File: src/hw/rtl/pfse_pkg.sv
// Shared types and constants of the postfix filter stack evaluator.
// Used by the front, queue, back and top-level modules; depends on nothing.
package pfse_pkg;

    localparam int DEFAULT_STACK_DEPTH = 16;
    localparam int DEFAULT_TAG_COUNT   = 64;
    localparam int QUEUE_DEPTH         = 4;

    localparam int FUNC_W = 4;
    localparam int DATA_W = 32;
    localparam int TAG_W  = 6;
    localparam int MASK_W = 64;
    localparam int OUT_W  = 3;

    // Operation codes on the request channel
    typedef enum logic [FUNC_W-1:0] {
        FN_ANY       = 4'd0,
        FN_TAG       = 4'd1,
        FN_NOT       = 4'd2,
        FN_OR        = 4'd3,
        FN_AND       = 4'd4,
        FN_TAGGED    = 4'd5,
        FN_PRIORITY  = 4'd6,
        FN_IMMEDIATE = 4'd7,
        FN_LT        = 4'd8,
        FN_GT        = 4'd9,
        FN_LTE       = 4'd10,
        FN_GTE       = 4'd11,
        FN_EQ        = 4'd12,
        FN_NEQ       = 4'd13
    } t_func;

    // Classified operation as the back end executes it
    typedef enum logic [3:0] {
        OP_NOP,
        OP_PUSH,
        OP_NOT,
        OP_OR,
        OP_AND,
        OP_LT,
        OP_GT,
        OP_LTE,
        OP_GTE,
        OP_EQ,
        OP_NEQ
    } t_op;

    typedef enum logic [OUT_W-1:0] {
        OUT_MISMATCH  = 3'd0,
        OUT_MATCH     = 3'd1,
        OUT_TYPE_ERR  = 3'd2,
        OUT_UNDERFLOW = 3'd3,
        OUT_OVERFLOW  = 3'd4
    } t_outcome;

    // One stack entry: integer flag plus value (booleans live in bit 0)
    typedef struct packed {
        logic              is_int;
        logic [DATA_W-1:0] value;
    } t_entry;

    // One queued request between front and back
    typedef struct packed {
        t_op    op;
        t_entry push;
        logic   last;
    } t_qent;

endpackage

File: src/hw/rtl/pfse_front.sv
// Front end: accepts requests, resolves tag and record operands, classifies.
// Depends on pfse_pkg.
module pfse_front #(
    parameter int TAG_COUNT = pfse_pkg::DEFAULT_TAG_COUNT
) (
    input  logic                                i_clk,
    input  logic                                i_rst_n,
    input  logic                                i_in_valid,
    output logic                                o_in_ready,
    input  logic        [pfse_pkg::FUNC_W-1:0]  i_func,
    input  logic signed [pfse_pkg::DATA_W-1:0]  i_immediate,
    input  logic        [pfse_pkg::TAG_W-1:0]   i_tag_id,
    input  logic        [pfse_pkg::MASK_W-1:0]  i_record_tag_mask,
    input  logic signed [pfse_pkg::DATA_W-1:0]  i_record_priority,
    input  logic                                i_last,
    output logic                                o_q_valid,
    input  logic                                i_q_ready,
    output pfse_pkg::t_qent                     o_q_ent
);

    logic                          r_valid;
    pfse_pkg::t_qent               r_ent;
    pfse_pkg::t_qent               n_ent;
    logic [pfse_pkg::MASK_W-1:0]   w_vmask;
    logic                          w_tag_bit;
    logic                          w_tagged;

    assign o_in_ready = !r_valid || i_q_ready;
    assign o_q_valid  = r_valid;
    assign o_q_ent    = r_ent;

    always_comb begin
        for (int i = 0; i < pfse_pkg::MASK_W; i++) begin
            w_vmask[i] = (i < TAG_COUNT);
        end
    end

    assign w_tag_bit = ({1'b0, i_tag_id} < (pfse_pkg::TAG_W+1)'(TAG_COUNT))
                       && i_record_tag_mask[i_tag_id];
    assign w_tagged  = |(i_record_tag_mask & w_vmask);

    always_comb begin
        n_ent.op          = pfse_pkg::OP_NOP;
        n_ent.push.is_int = 1'b0;
        n_ent.push.value  = '0;
        n_ent.last        = i_last;
        case (pfse_pkg::t_func'(i_func))
            pfse_pkg::FN_ANY: begin
                n_ent.op          = pfse_pkg::OP_PUSH;
                n_ent.push.value  = pfse_pkg::DATA_W'(1);
            end
            pfse_pkg::FN_TAG: begin
                n_ent.op          = pfse_pkg::OP_PUSH;
                n_ent.push.value  = pfse_pkg::DATA_W'(w_tag_bit);
            end
            pfse_pkg::FN_TAGGED: begin
                n_ent.op          = pfse_pkg::OP_PUSH;
                n_ent.push.value  = pfse_pkg::DATA_W'(w_tagged);
            end
            pfse_pkg::FN_PRIORITY: begin
                n_ent.op          = pfse_pkg::OP_PUSH;
                n_ent.push.is_int = 1'b1;
                n_ent.push.value  = i_record_priority;
            end
            pfse_pkg::FN_IMMEDIATE: begin
                n_ent.op          = pfse_pkg::OP_PUSH;
                n_ent.push.is_int = 1'b1;
                n_ent.push.value  = i_immediate;
            end
            pfse_pkg::FN_NOT: n_ent.op = pfse_pkg::OP_NOT;
            pfse_pkg::FN_OR:  n_ent.op = pfse_pkg::OP_OR;
            pfse_pkg::FN_AND: n_ent.op = pfse_pkg::OP_AND;
            pfse_pkg::FN_LT:  n_ent.op = pfse_pkg::OP_LT;
            pfse_pkg::FN_GT:  n_ent.op = pfse_pkg::OP_GT;
            pfse_pkg::FN_LTE: n_ent.op = pfse_pkg::OP_LTE;
            pfse_pkg::FN_GTE: n_ent.op = pfse_pkg::OP_GTE;
            pfse_pkg::FN_EQ:  n_ent.op = pfse_pkg::OP_EQ;
            pfse_pkg::FN_NEQ: n_ent.op = pfse_pkg::OP_NEQ;
            default:          n_ent.op = pfse_pkg::OP_NOP;
        endcase
    end

    always_ff @(posedge i_clk) begin
        if (!i_rst_n) begin
            r_valid <= 1'b0;
        end else if (o_in_ready) begin
            r_valid <= i_in_valid;
        end
    end

    always_ff @(posedge i_clk) begin
        if (i_in_valid && o_in_ready) begin
            r_ent <= n_ent;
        end
    end

endmodule

File: src/hw/rtl/pfse_queue.sv
// Short request queue that decouples the front end from the stack back end.
// Depends on pfse_pkg.
module pfse_queue (
    input  logic            i_clk,
    input  logic            i_rst_n,
    input  logic            i_wr_valid,
    output logic            o_wr_ready,
    input  pfse_pkg::t_qent i_wr_ent,
    output logic            o_rd_valid,
    input  logic            i_rd_ready,
    output pfse_pkg::t_qent o_rd_ent
);

    localparam int QD  = pfse_pkg::QUEUE_DEPTH;
    localparam int QAW = $clog2(QD);
    localparam int QCW = $clog2(QD + 1);

    pfse_pkg::t_qent  r_buf [QD];
    logic [QAW-1:0]   r_wr_ptr;
    logic [QAW-1:0]   r_rd_ptr;
    logic [QCW-1:0]   r_count;
    logic             w_wr;
    logic             w_rd;

    assign o_wr_ready = (r_count != QCW'(QD));
    assign o_rd_valid = (r_count != '0);
    assign o_rd_ent   = r_buf[r_rd_ptr];
    assign w_wr       = i_wr_valid && o_wr_ready;
    assign w_rd       = o_rd_valid && i_rd_ready;

    always_ff @(posedge i_clk) begin
        if (!i_rst_n) begin
            r_wr_ptr <= '0;
            r_rd_ptr <= '0;
            r_count  <= '0;
        end else begin
            if (w_wr) begin
                r_wr_ptr <= r_wr_ptr + QAW'(1);
            end
            if (w_rd) begin
                r_rd_ptr <= r_rd_ptr + QAW'(1);
            end
            if (w_wr && !w_rd) begin
                r_count <= r_count + QCW'(1);
            end else if (!w_wr && w_rd) begin
                r_count <= r_count - QCW'(1);
            end
        end
    end

    always_ff @(posedge i_clk) begin
        if (w_wr) begin
            r_buf[r_wr_ptr] <= i_wr_ent;
        end
    end

endmodule

File: src/hw/rtl/pfse_back.sv
// Back end: typed stack with the two top entries in registers and the rest
// in a memory, sticky error tracking and the result register. Depends on pfse_pkg.
module pfse_back #(
    parameter int STACK_DEPTH = pfse_pkg::DEFAULT_STACK_DEPTH
) (
    input  logic                          i_clk,
    input  logic                          i_rst_n,
    input  logic                          i_q_valid,
    output logic                          o_q_ready,
    input  pfse_pkg::t_qent               i_q_ent,
    output logic                          o_out_valid,
    input  logic                          i_out_ready,
    output logic [pfse_pkg::OUT_W-1:0]    o_outcome
);

    localparam int AW  = $clog2(STACK_DEPTH);
    localparam int SPW = $clog2(STACK_DEPTH + 1);

    pfse_pkg::t_entry    r_mem [STACK_DEPTH];
    pfse_pkg::t_entry    r_third;
    pfse_pkg::t_entry    r_t0;
    pfse_pkg::t_entry    r_t1;
    logic [SPW-1:0]      r_sp;
    logic                r_err_set;
    pfse_pkg::t_outcome  r_err;
    logic                r_out_valid;
    pfse_pkg::t_outcome  r_outcome;

    pfse_pkg::t_entry    n_t0;
    pfse_pkg::t_entry    n_t1;
    logic [SPW-1:0]      n_sp;
    logic                n_err_set;
    pfse_pkg::t_outcome  n_err;
    logic                n_out_valid;
    pfse_pkg::t_outcome  n_outcome;

    logic                w_take;
    logic                w_we;
    logic [SPW-1:0]      w_wr_idx;
    logic [SPW-1:0]      w_rd_idx;
    logic                w_lt;
    logic                w_eq;

    assign w_take = i_q_valid && (!i_q_ent.last || !r_out_valid || i_out_ready);
    assign o_q_ready   = w_take;
    assign o_out_valid = r_out_valid;
    assign o_outcome   = r_outcome;

    // left operand sits below the top, right operand on top
    assign w_lt = $signed(r_t1.value) < $signed(r_t0.value);
    assign w_eq = (r_t1.value == r_t0.value);

    always_comb begin
        logic op_err;
        logic res;
        pfse_pkg::t_outcome err_code;

        op_err      = 1'b0;
        res         = 1'b0;
        err_code    = pfse_pkg::OUT_TYPE_ERR;
        n_t0        = r_t0;
        n_t1        = r_t1;
        n_sp        = r_sp;
        n_err_set   = r_err_set;
        n_err       = r_err;
        w_we        = 1'b0;
        n_out_valid = r_out_valid && !i_out_ready;
        n_outcome   = r_outcome;

        if (w_take && !r_err_set) begin
            case (i_q_ent.op)
                pfse_pkg::OP_PUSH: begin
                    if (r_sp == SPW'(STACK_DEPTH)) begin
                        op_err   = 1'b1;
                        err_code = pfse_pkg::OUT_OVERFLOW;
                    end else begin
                        n_t1 = r_t0;
                        n_t0 = i_q_ent.push;
                        n_sp = r_sp + SPW'(1);
                        w_we = 1'b1;
                    end
                end
                pfse_pkg::OP_NOT: begin
                    if (r_sp == '0) begin
                        op_err   = 1'b1;
                        err_code = pfse_pkg::OUT_UNDERFLOW;
                    end else if (r_t0.is_int) begin
                        op_err   = 1'b1;
                        err_code = pfse_pkg::OUT_TYPE_ERR;
                    end else begin
                        n_t0.is_int = 1'b0;
                        n_t0.value  = pfse_pkg::DATA_W'(r_t0.value == '0);
                        w_we        = 1'b1;
                    end
                end
                pfse_pkg::OP_OR, pfse_pkg::OP_AND, pfse_pkg::OP_LT, pfse_pkg::OP_GT,
                pfse_pkg::OP_LTE, pfse_pkg::OP_GTE, pfse_pkg::OP_EQ, pfse_pkg::OP_NEQ: begin
                    // logic ops want booleans, compares want integers
                    if (r_sp == '0) begin
                        op_err   = 1'b1;
                        err_code = pfse_pkg::OUT_UNDERFLOW;
                    end else if (r_t0.is_int != (i_q_ent.op != pfse_pkg::OP_OR &&
                                                 i_q_ent.op != pfse_pkg::OP_AND)) begin
                        op_err   = 1'b1;
                        err_code = pfse_pkg::OUT_TYPE_ERR;
                    end else if (r_sp == SPW'(1)) begin
                        op_err   = 1'b1;
                        err_code = pfse_pkg::OUT_UNDERFLOW;
                    end else if (r_t1.is_int != r_t0.is_int) begin
                        op_err   = 1'b1;
                        err_code = pfse_pkg::OUT_TYPE_ERR;
                    end else begin
                        case (i_q_ent.op)
                            pfse_pkg::OP_OR:  res = r_t0.value[0] || r_t1.value[0];
                            pfse_pkg::OP_AND: res = r_t0.value[0] && r_t1.value[0];
                            pfse_pkg::OP_LT:  res = w_lt;
                            pfse_pkg::OP_GT:  res = !w_lt && !w_eq;
                            pfse_pkg::OP_LTE: res = w_lt || w_eq;
                            pfse_pkg::OP_GTE: res = !w_lt;
                            pfse_pkg::OP_EQ:  res = w_eq;
                            default:          res = !w_eq;
                        endcase
                        n_t0.is_int = 1'b0;
                        n_t0.value  = pfse_pkg::DATA_W'(res);
                        n_t1        = r_third;
                        n_sp        = r_sp - SPW'(1);
                        w_we        = 1'b1;
                    end
                end
                default: begin
                end
            endcase
            if (op_err) begin
                n_err_set = 1'b1;
                n_err     = err_code;
            end
        end

        // final pop and report, then clear the stack
        if (w_take && i_q_ent.last) begin
            n_out_valid = 1'b1;
            if (n_err_set) begin
                n_outcome = n_err;
            end else if (n_sp == '0) begin
                n_outcome = pfse_pkg::OUT_UNDERFLOW;
            end else if (n_t0.is_int) begin
                n_outcome = pfse_pkg::OUT_TYPE_ERR;
            end else if (n_t0.value != '0) begin
                n_outcome = pfse_pkg::OUT_MATCH;
            end else begin
                n_outcome = pfse_pkg::OUT_MISMATCH;
            end
            n_sp      = '0;
            n_err_set = 1'b0;
        end
    end

    assign w_wr_idx = n_sp - SPW'(1);
    assign w_rd_idx = n_sp - SPW'(3);

    always_ff @(posedge i_clk) begin
        if (!i_rst_n) begin
            r_sp        <= '0;
            r_err_set   <= 1'b0;
            r_out_valid <= 1'b0;
        end else begin
            r_sp        <= n_sp;
            r_err_set   <= n_err_set;
            r_out_valid <= n_out_valid;
        end
    end

    always_ff @(posedge i_clk) begin
        r_t0      <= n_t0;
        r_t1      <= n_t1;
        r_err     <= n_err;
        r_outcome <= n_outcome;
    end

    // every new top is written through; prefetch the third entry for pops
    always_ff @(posedge i_clk) begin
        if (w_we) begin
            r_mem[w_wr_idx[AW-1:0]] <= n_t0;
        end
        r_third <= r_mem[w_rd_idx[AW-1:0]];
    end

endmodule

File: src/hw/rtl/postfix_filter_stack_evaluator.sv
// Postfix filter stack evaluator: one filter operation per request, result on last.
// A last request passes the front register and the queue before the back end registers its result.
// Throughput: one request per cycle while no last request waits on an untaken result;
// set by the back end's stack update (two top registers, third prefetched from memory).
// Reset: synchronous, active low; clears the stack pointer, error, queue and valids.
// Depends on pfse_pkg, pfse_front, pfse_queue and pfse_back.
module postfix_filter_stack_evaluator #(
    parameter int STACK_DEPTH = pfse_pkg::DEFAULT_STACK_DEPTH,
    parameter int TAG_COUNT   = pfse_pkg::DEFAULT_TAG_COUNT
) (
    input  logic                                i_clk,
    input  logic                                i_rst_n,
    input  logic                                i_in_valid,
    output logic                                o_in_ready,
    input  logic        [pfse_pkg::FUNC_W-1:0]  i_func,
    input  logic signed [pfse_pkg::DATA_W-1:0]  i_immediate,
    input  logic        [pfse_pkg::TAG_W-1:0]   i_tag_id,
    input  logic        [pfse_pkg::MASK_W-1:0]  i_record_tag_mask,
    input  logic signed [pfse_pkg::DATA_W-1:0]  i_record_priority,
    input  logic                                i_last,
    output logic                                o_out_valid,
    input  logic                                i_out_ready,
    output logic        [pfse_pkg::OUT_W-1:0]   o_outcome
);

    logic             w_front_valid;
    logic             w_front_ready;
    pfse_pkg::t_qent  w_front_ent;
    logic             w_q_valid;
    logic             w_q_ready;
    pfse_pkg::t_qent  w_q_ent;

    pfse_front #(
        .TAG_COUNT (TAG_COUNT)
    ) u_front (
        .i_clk             (i_clk),
        .i_rst_n           (i_rst_n),
        .i_in_valid        (i_in_valid),
        .o_in_ready        (o_in_ready),
        .i_func            (i_func),
        .i_immediate       (i_immediate),
        .i_tag_id          (i_tag_id),
        .i_record_tag_mask (i_record_tag_mask),
        .i_record_priority (i_record_priority),
        .i_last            (i_last),
        .o_q_valid         (w_front_valid),
        .i_q_ready         (w_front_ready),
        .o_q_ent           (w_front_ent)
    );

    pfse_queue u_queue (
        .i_clk      (i_clk),
        .i_rst_n    (i_rst_n),
        .i_wr_valid (w_front_valid),
        .o_wr_ready (w_front_ready),
        .i_wr_ent   (w_front_ent),
        .o_rd_valid (w_q_valid),
        .i_rd_ready (w_q_ready),
        .o_rd_ent   (w_q_ent)
    );

    pfse_back #(
        .STACK_DEPTH (STACK_DEPTH)
    ) u_back (
        .i_clk       (i_clk),
        .i_rst_n     (i_rst_n),
        .i_q_valid   (w_q_valid),
        .o_q_ready   (w_q_ready),
        .i_q_ent     (w_q_ent),
        .o_out_valid (o_out_valid),
        .i_out_ready (i_out_ready),
        .o_outcome   (o_outcome)
    );

    // a fresh result only follows a last request taken by the back end
    assert property (@(posedge i_clk) disable iff (!i_rst_n)
        (o_out_valid && !($past(o_out_valid) && !$past(i_out_ready)))
        |-> $past(w_q_valid && w_q_ready && w_q_ent.last))
        else $error("result without a last request");

    // input stalls only while the front register is occupied
    assert property (@(posedge i_clk) disable iff (!i_rst_n)
        !o_in_ready |-> w_front_valid)
        else $error("input stalled with empty front stage");

    // reported codes stay within the defined outcomes
    assert property (@(posedge i_clk) disable iff (!i_rst_n)
        o_out_valid |-> (o_outcome <= pfse_pkg::OUT_W'(pfse_pkg::OUT_OVERFLOW)))
        else $error("undefined outcome code");

    assert property (@(posedge i_clk)
        !i_rst_n |=> !o_out_valid)
        else $error("result valid after reset");

endmodule
File: config.mk
export PLATFORM = sky130hd
export DESIGN_NAME = postfix_filter_stack_evaluator
export DESIGN_NICKNAME = d
export VERILOG_FILES = /design/src/hw/rtl/pfse_pkg.sv /design/src/hw/rtl/pfse_front.sv /design/src/hw/rtl/pfse_queue.sv /design/src/hw/rtl/pfse_back.sv /design/src/hw/rtl/postfix_filter_stack_evaluator.sv
export SDC_FILE = /design/constraint.sdc
export NUM_CORES = 1
export LEC_CHECK = 0
export BUFFER_PORTS_ARGS = -buffer_cell sky130_fd_sc_hd__buf_2
export CAP_MARGIN = 20
export CORE_ASPECT_RATIO = 0.5
export CORE_UTILIZATION = 30
export CTS_BUF_LIST = sky130_fd_sc_hd__clkbuf_16
export DETAILED_ROUTE_END_ITERATION = 16
export GPL_ROUTABILITY_DRIVEN = 0
export SLEW_MARGIN = 20
export SYNTH_ARGS = -nofsm -noshare
export SYNTH_HDL_FRONTEND = slang
export SYNTH_SLANG_ARGS = --single-unit
File: constraint.sdc
create_clock -name i_clk -period 8 [get_ports i_clk]
set_input_delay 1.6 -clock i_clk [delete_from_list [all_inputs] [get_ports i_clk]]
set_output_delay 1.6 -clock i_clk [all_outputs]
set_load 0.02 [all_outputs]
==> reports/qor.txt <==
Post-synthesis average cell area: 19.2 sq um
Starting density of the core: 30.4%
Vias in the first global route: 17,600
Synth Warn #: 0
Pwr per Cell Area: 304 mW/mm^2
Fin crit share: 72.2%
Largest net degree at the start of global routing: 133
Die Wd: 475 um
Detail Route Antenna Nets: 0
Core Rows: 86
Worst clock skew: 0.0215 ns
Hold Worst Slack: 0.466 ns
FF+latch count, synth: 840
Number of synthesized flops with an enable pin: 754
Fin Setup TNS: 0 ns
DIE AREA: 0.113 sq mm
Netlist cell types: 67
Critical path class: reg2reg
Final hold vios: 0
Pre-CTS WS: 1.79 ns
Io pins: 148
Sequential-to-total area share from yosys stat: 72.5%
Port Buffers: 147
Max-slew headroom: 26.5%
WHS Path Cells: 2
CP max FO: 75
Clock tree buffer depth: 3
Post-CTS setup repair buffer count: 0
Die span in y: 239 um
Via count: 17,100
Initial drt markers: 1,612
Commonest non-fill, non-tap cell in the layout: edfxtp_1
Antenna violations before repair: 2
Min cycle time layout: 5.77 ns
Type of origin of the critical path: register
# H-tree levels: 3
Tot Pwr: 11.9 mW
Total gr overflow: 0
WL per Instance: 21.6 um
CTS tree: built
Number of cells on the worst reg-to-reg path: 12
Status: finished, final reports clean
Worst Max-Slew Pin Slew: 1.10 ns
Routed wire length: 75,900 um
Critical Path AT: 6.27 ns
Clock root cell: clkbuf_16
P_leak: 12.9 nW
Clock-pin slew on the worst setup and hold paths: 0.06 ns
Mapped Nets: 1,942
CP Capture Type: register
1st-pass router iterations: 5
Fmax: 173 MHz
Unrepaired setup endpoints after global routing: false
Share of layout cells above drive strength 1: 29.3%
Final HPWL DP: 46,700 um
Max-slew violation count: 0
Total CTS buffers: 82
Core area: 0.111 sq mm
Max Cap Viol: 0
DR vias/cell: 4.85
CTS Sinks: 840
Synth async-reset ratio: 0%
Synth Cell Area: 0.0336 sq mm
GRT Total Usage: 13.4%
Req. time, crit path: 8.49 ns
Final setup fails: 0
Final WS setup: 2.23 ns
First-pass GRT wire length: 113,000 um
Worst vdd rail ir drop: 197 uV
Most frequent cells in the layout: edfxtp_1, mux4_2, buf_2, nand2_1, clkbuf_16
Insertion delay to the later sink of the worst-skew pair: 0.63 ns
Most used DFF post-synth: edfxtp_1
Mapped Cells: 1,749
# DRC: 0
Final core utilization: 35.5%
Area added between synthesis and finish: 16.7%
Worst Hold Class: reg2reg
Post-CTS Resized: 0
Nets@finish: 2,149
Hold Buf Count CTS: 0
[critical path, cell delays in order (launching register included)]
cell and delay, ns:
dfxtp_2 0.44, buf_4 0.58, mux4_2 0.73, a21o_1 0.27
xnor2_1 0.42, nor2_2 0.15, a31oi_2 0.28, xnor2_2 0.11
nand2b_1 0.32, inv_8 0.52, buf_12 0.48, mux4_2 0.61
mux4_2 0.47
[worst paths after layout]
kind                    from                 end  slack (ns)
max reg2reg         register  u_back.r_third[22]        2.23
max                 register  u_back.r_third[22]        2.23
min reg2reg  u_back.r_err[2]     u_back.r_err[2]        0.47
min          u_back.r_err[2]     u_back.r_err[2]        0.47
[through the flow]
step / std cells / cell area, sq um
6_report: 3523 / 39200
3_5_place_dp: 3367 / 36300
5_1_grt: 3522 / 39200
2_1_floorplan: 1749 / 33600
4_1_cts: 3521 / 39200
3_3_place_gp: 3367 / 36300
[Yosys cell counts (4+ instances only)]
master | count | area share, %
buf_2 | 9 | 0.13
nor4_1 | 34 | 0.63
buf_6 | 12 | 0.40
nor2b_1 | 8 | 0.15
a31oi_1 | 5 | 0.093
nand2_1 | 89 | 0.99
nor2_1 | 59 | 0.66
clkbuf_1 | 49 | 0.55
dfxtp_1 | 86 | 5.1
mux2i_1 | 36 | 1.1
and3_1 | 22 | 0.41
a21oi_1 | 26 | 0.39
mux2_2 | 4 | 0.13
edfxtp_1 | 754 | 67
a21o_1 | 13 | 0.29
inv_1 | 51 | 0.57
nor3_1 | 13 | 0.19
nand3_1 | 7 | 0.10
nand3b_1 | 4 | 0.089
and2_1 | 13 | 0.24
ha_1 | 49 | 1.8
mux4_2 | 224 | 15
xor2_1 | 5 | 0.13
o21ai_0 | 82 | 1.2
nand4_1 | 15 | 0.28
o21a_1 | 4 | 0.089
buf_1 | 9 | 0.10
xnor2_1 | 8 | 0.21
[final cells by class]
class | instances | area (sq um)
fill | 10300 | 71400
sequential | 840 | 24400
multi-input combinational | 778 | 8770
clock buffer | 86 | 2150
tap | 1496 | 1870
timing repair buffer | 202 | 1190
clock inverter | 68 | 658
inverter | 52 | 203
antenna | 1 | 2.50
[layer usage]
metal  part of all wire, %  up-vias  GRT usage, %
met4                   1.8        2          3.37
li1                      -     7531             -
met1                    45     8981          19.2
met5                 0.016        -             0
met2                    46      483          20.7
met3                   7.2      105          2.93
[state kept, by name, summed over array words and instances, names as in the netlist, named ones only]
signal and flops:
u_back.o_outcome 3, u_front.o_q_ent 38, u_back.r_mem 528, u_back.r_third 33
u_back.r_t1 33, u_queue.r_wr_ptr 2, u_back.r_sp 5, u_queue.r_buf 152
u_front.o_q_valid 1, u_back.o_out_valid 1, u_queue.r_count 3, u_queue.r_rd_ptr 2
u_back.r_err_set 1, u_back.r_err 3, u_back.r_t0 33
[power breakdown]
group          internal (mW)  total, mW  switching [mW]
combinational          0.921       2.39            1.47
clock                   2.35       4.00            1.65
sequential              5.37       5.55           0.183
[kinds of logic after synthesis]
family | share of synthesized area [%]
AO/OA/AOI/OAI | 2.96
multiplexers | 16.2
buffers and inverters | 1.76
XOR/XNOR | 0.387
flip-flops | 72.5
adder cells (fa/ha/maj) | 1.88
AND/OR/NAND/NOR | 4.30
Power figures use the tool's default switching activity.
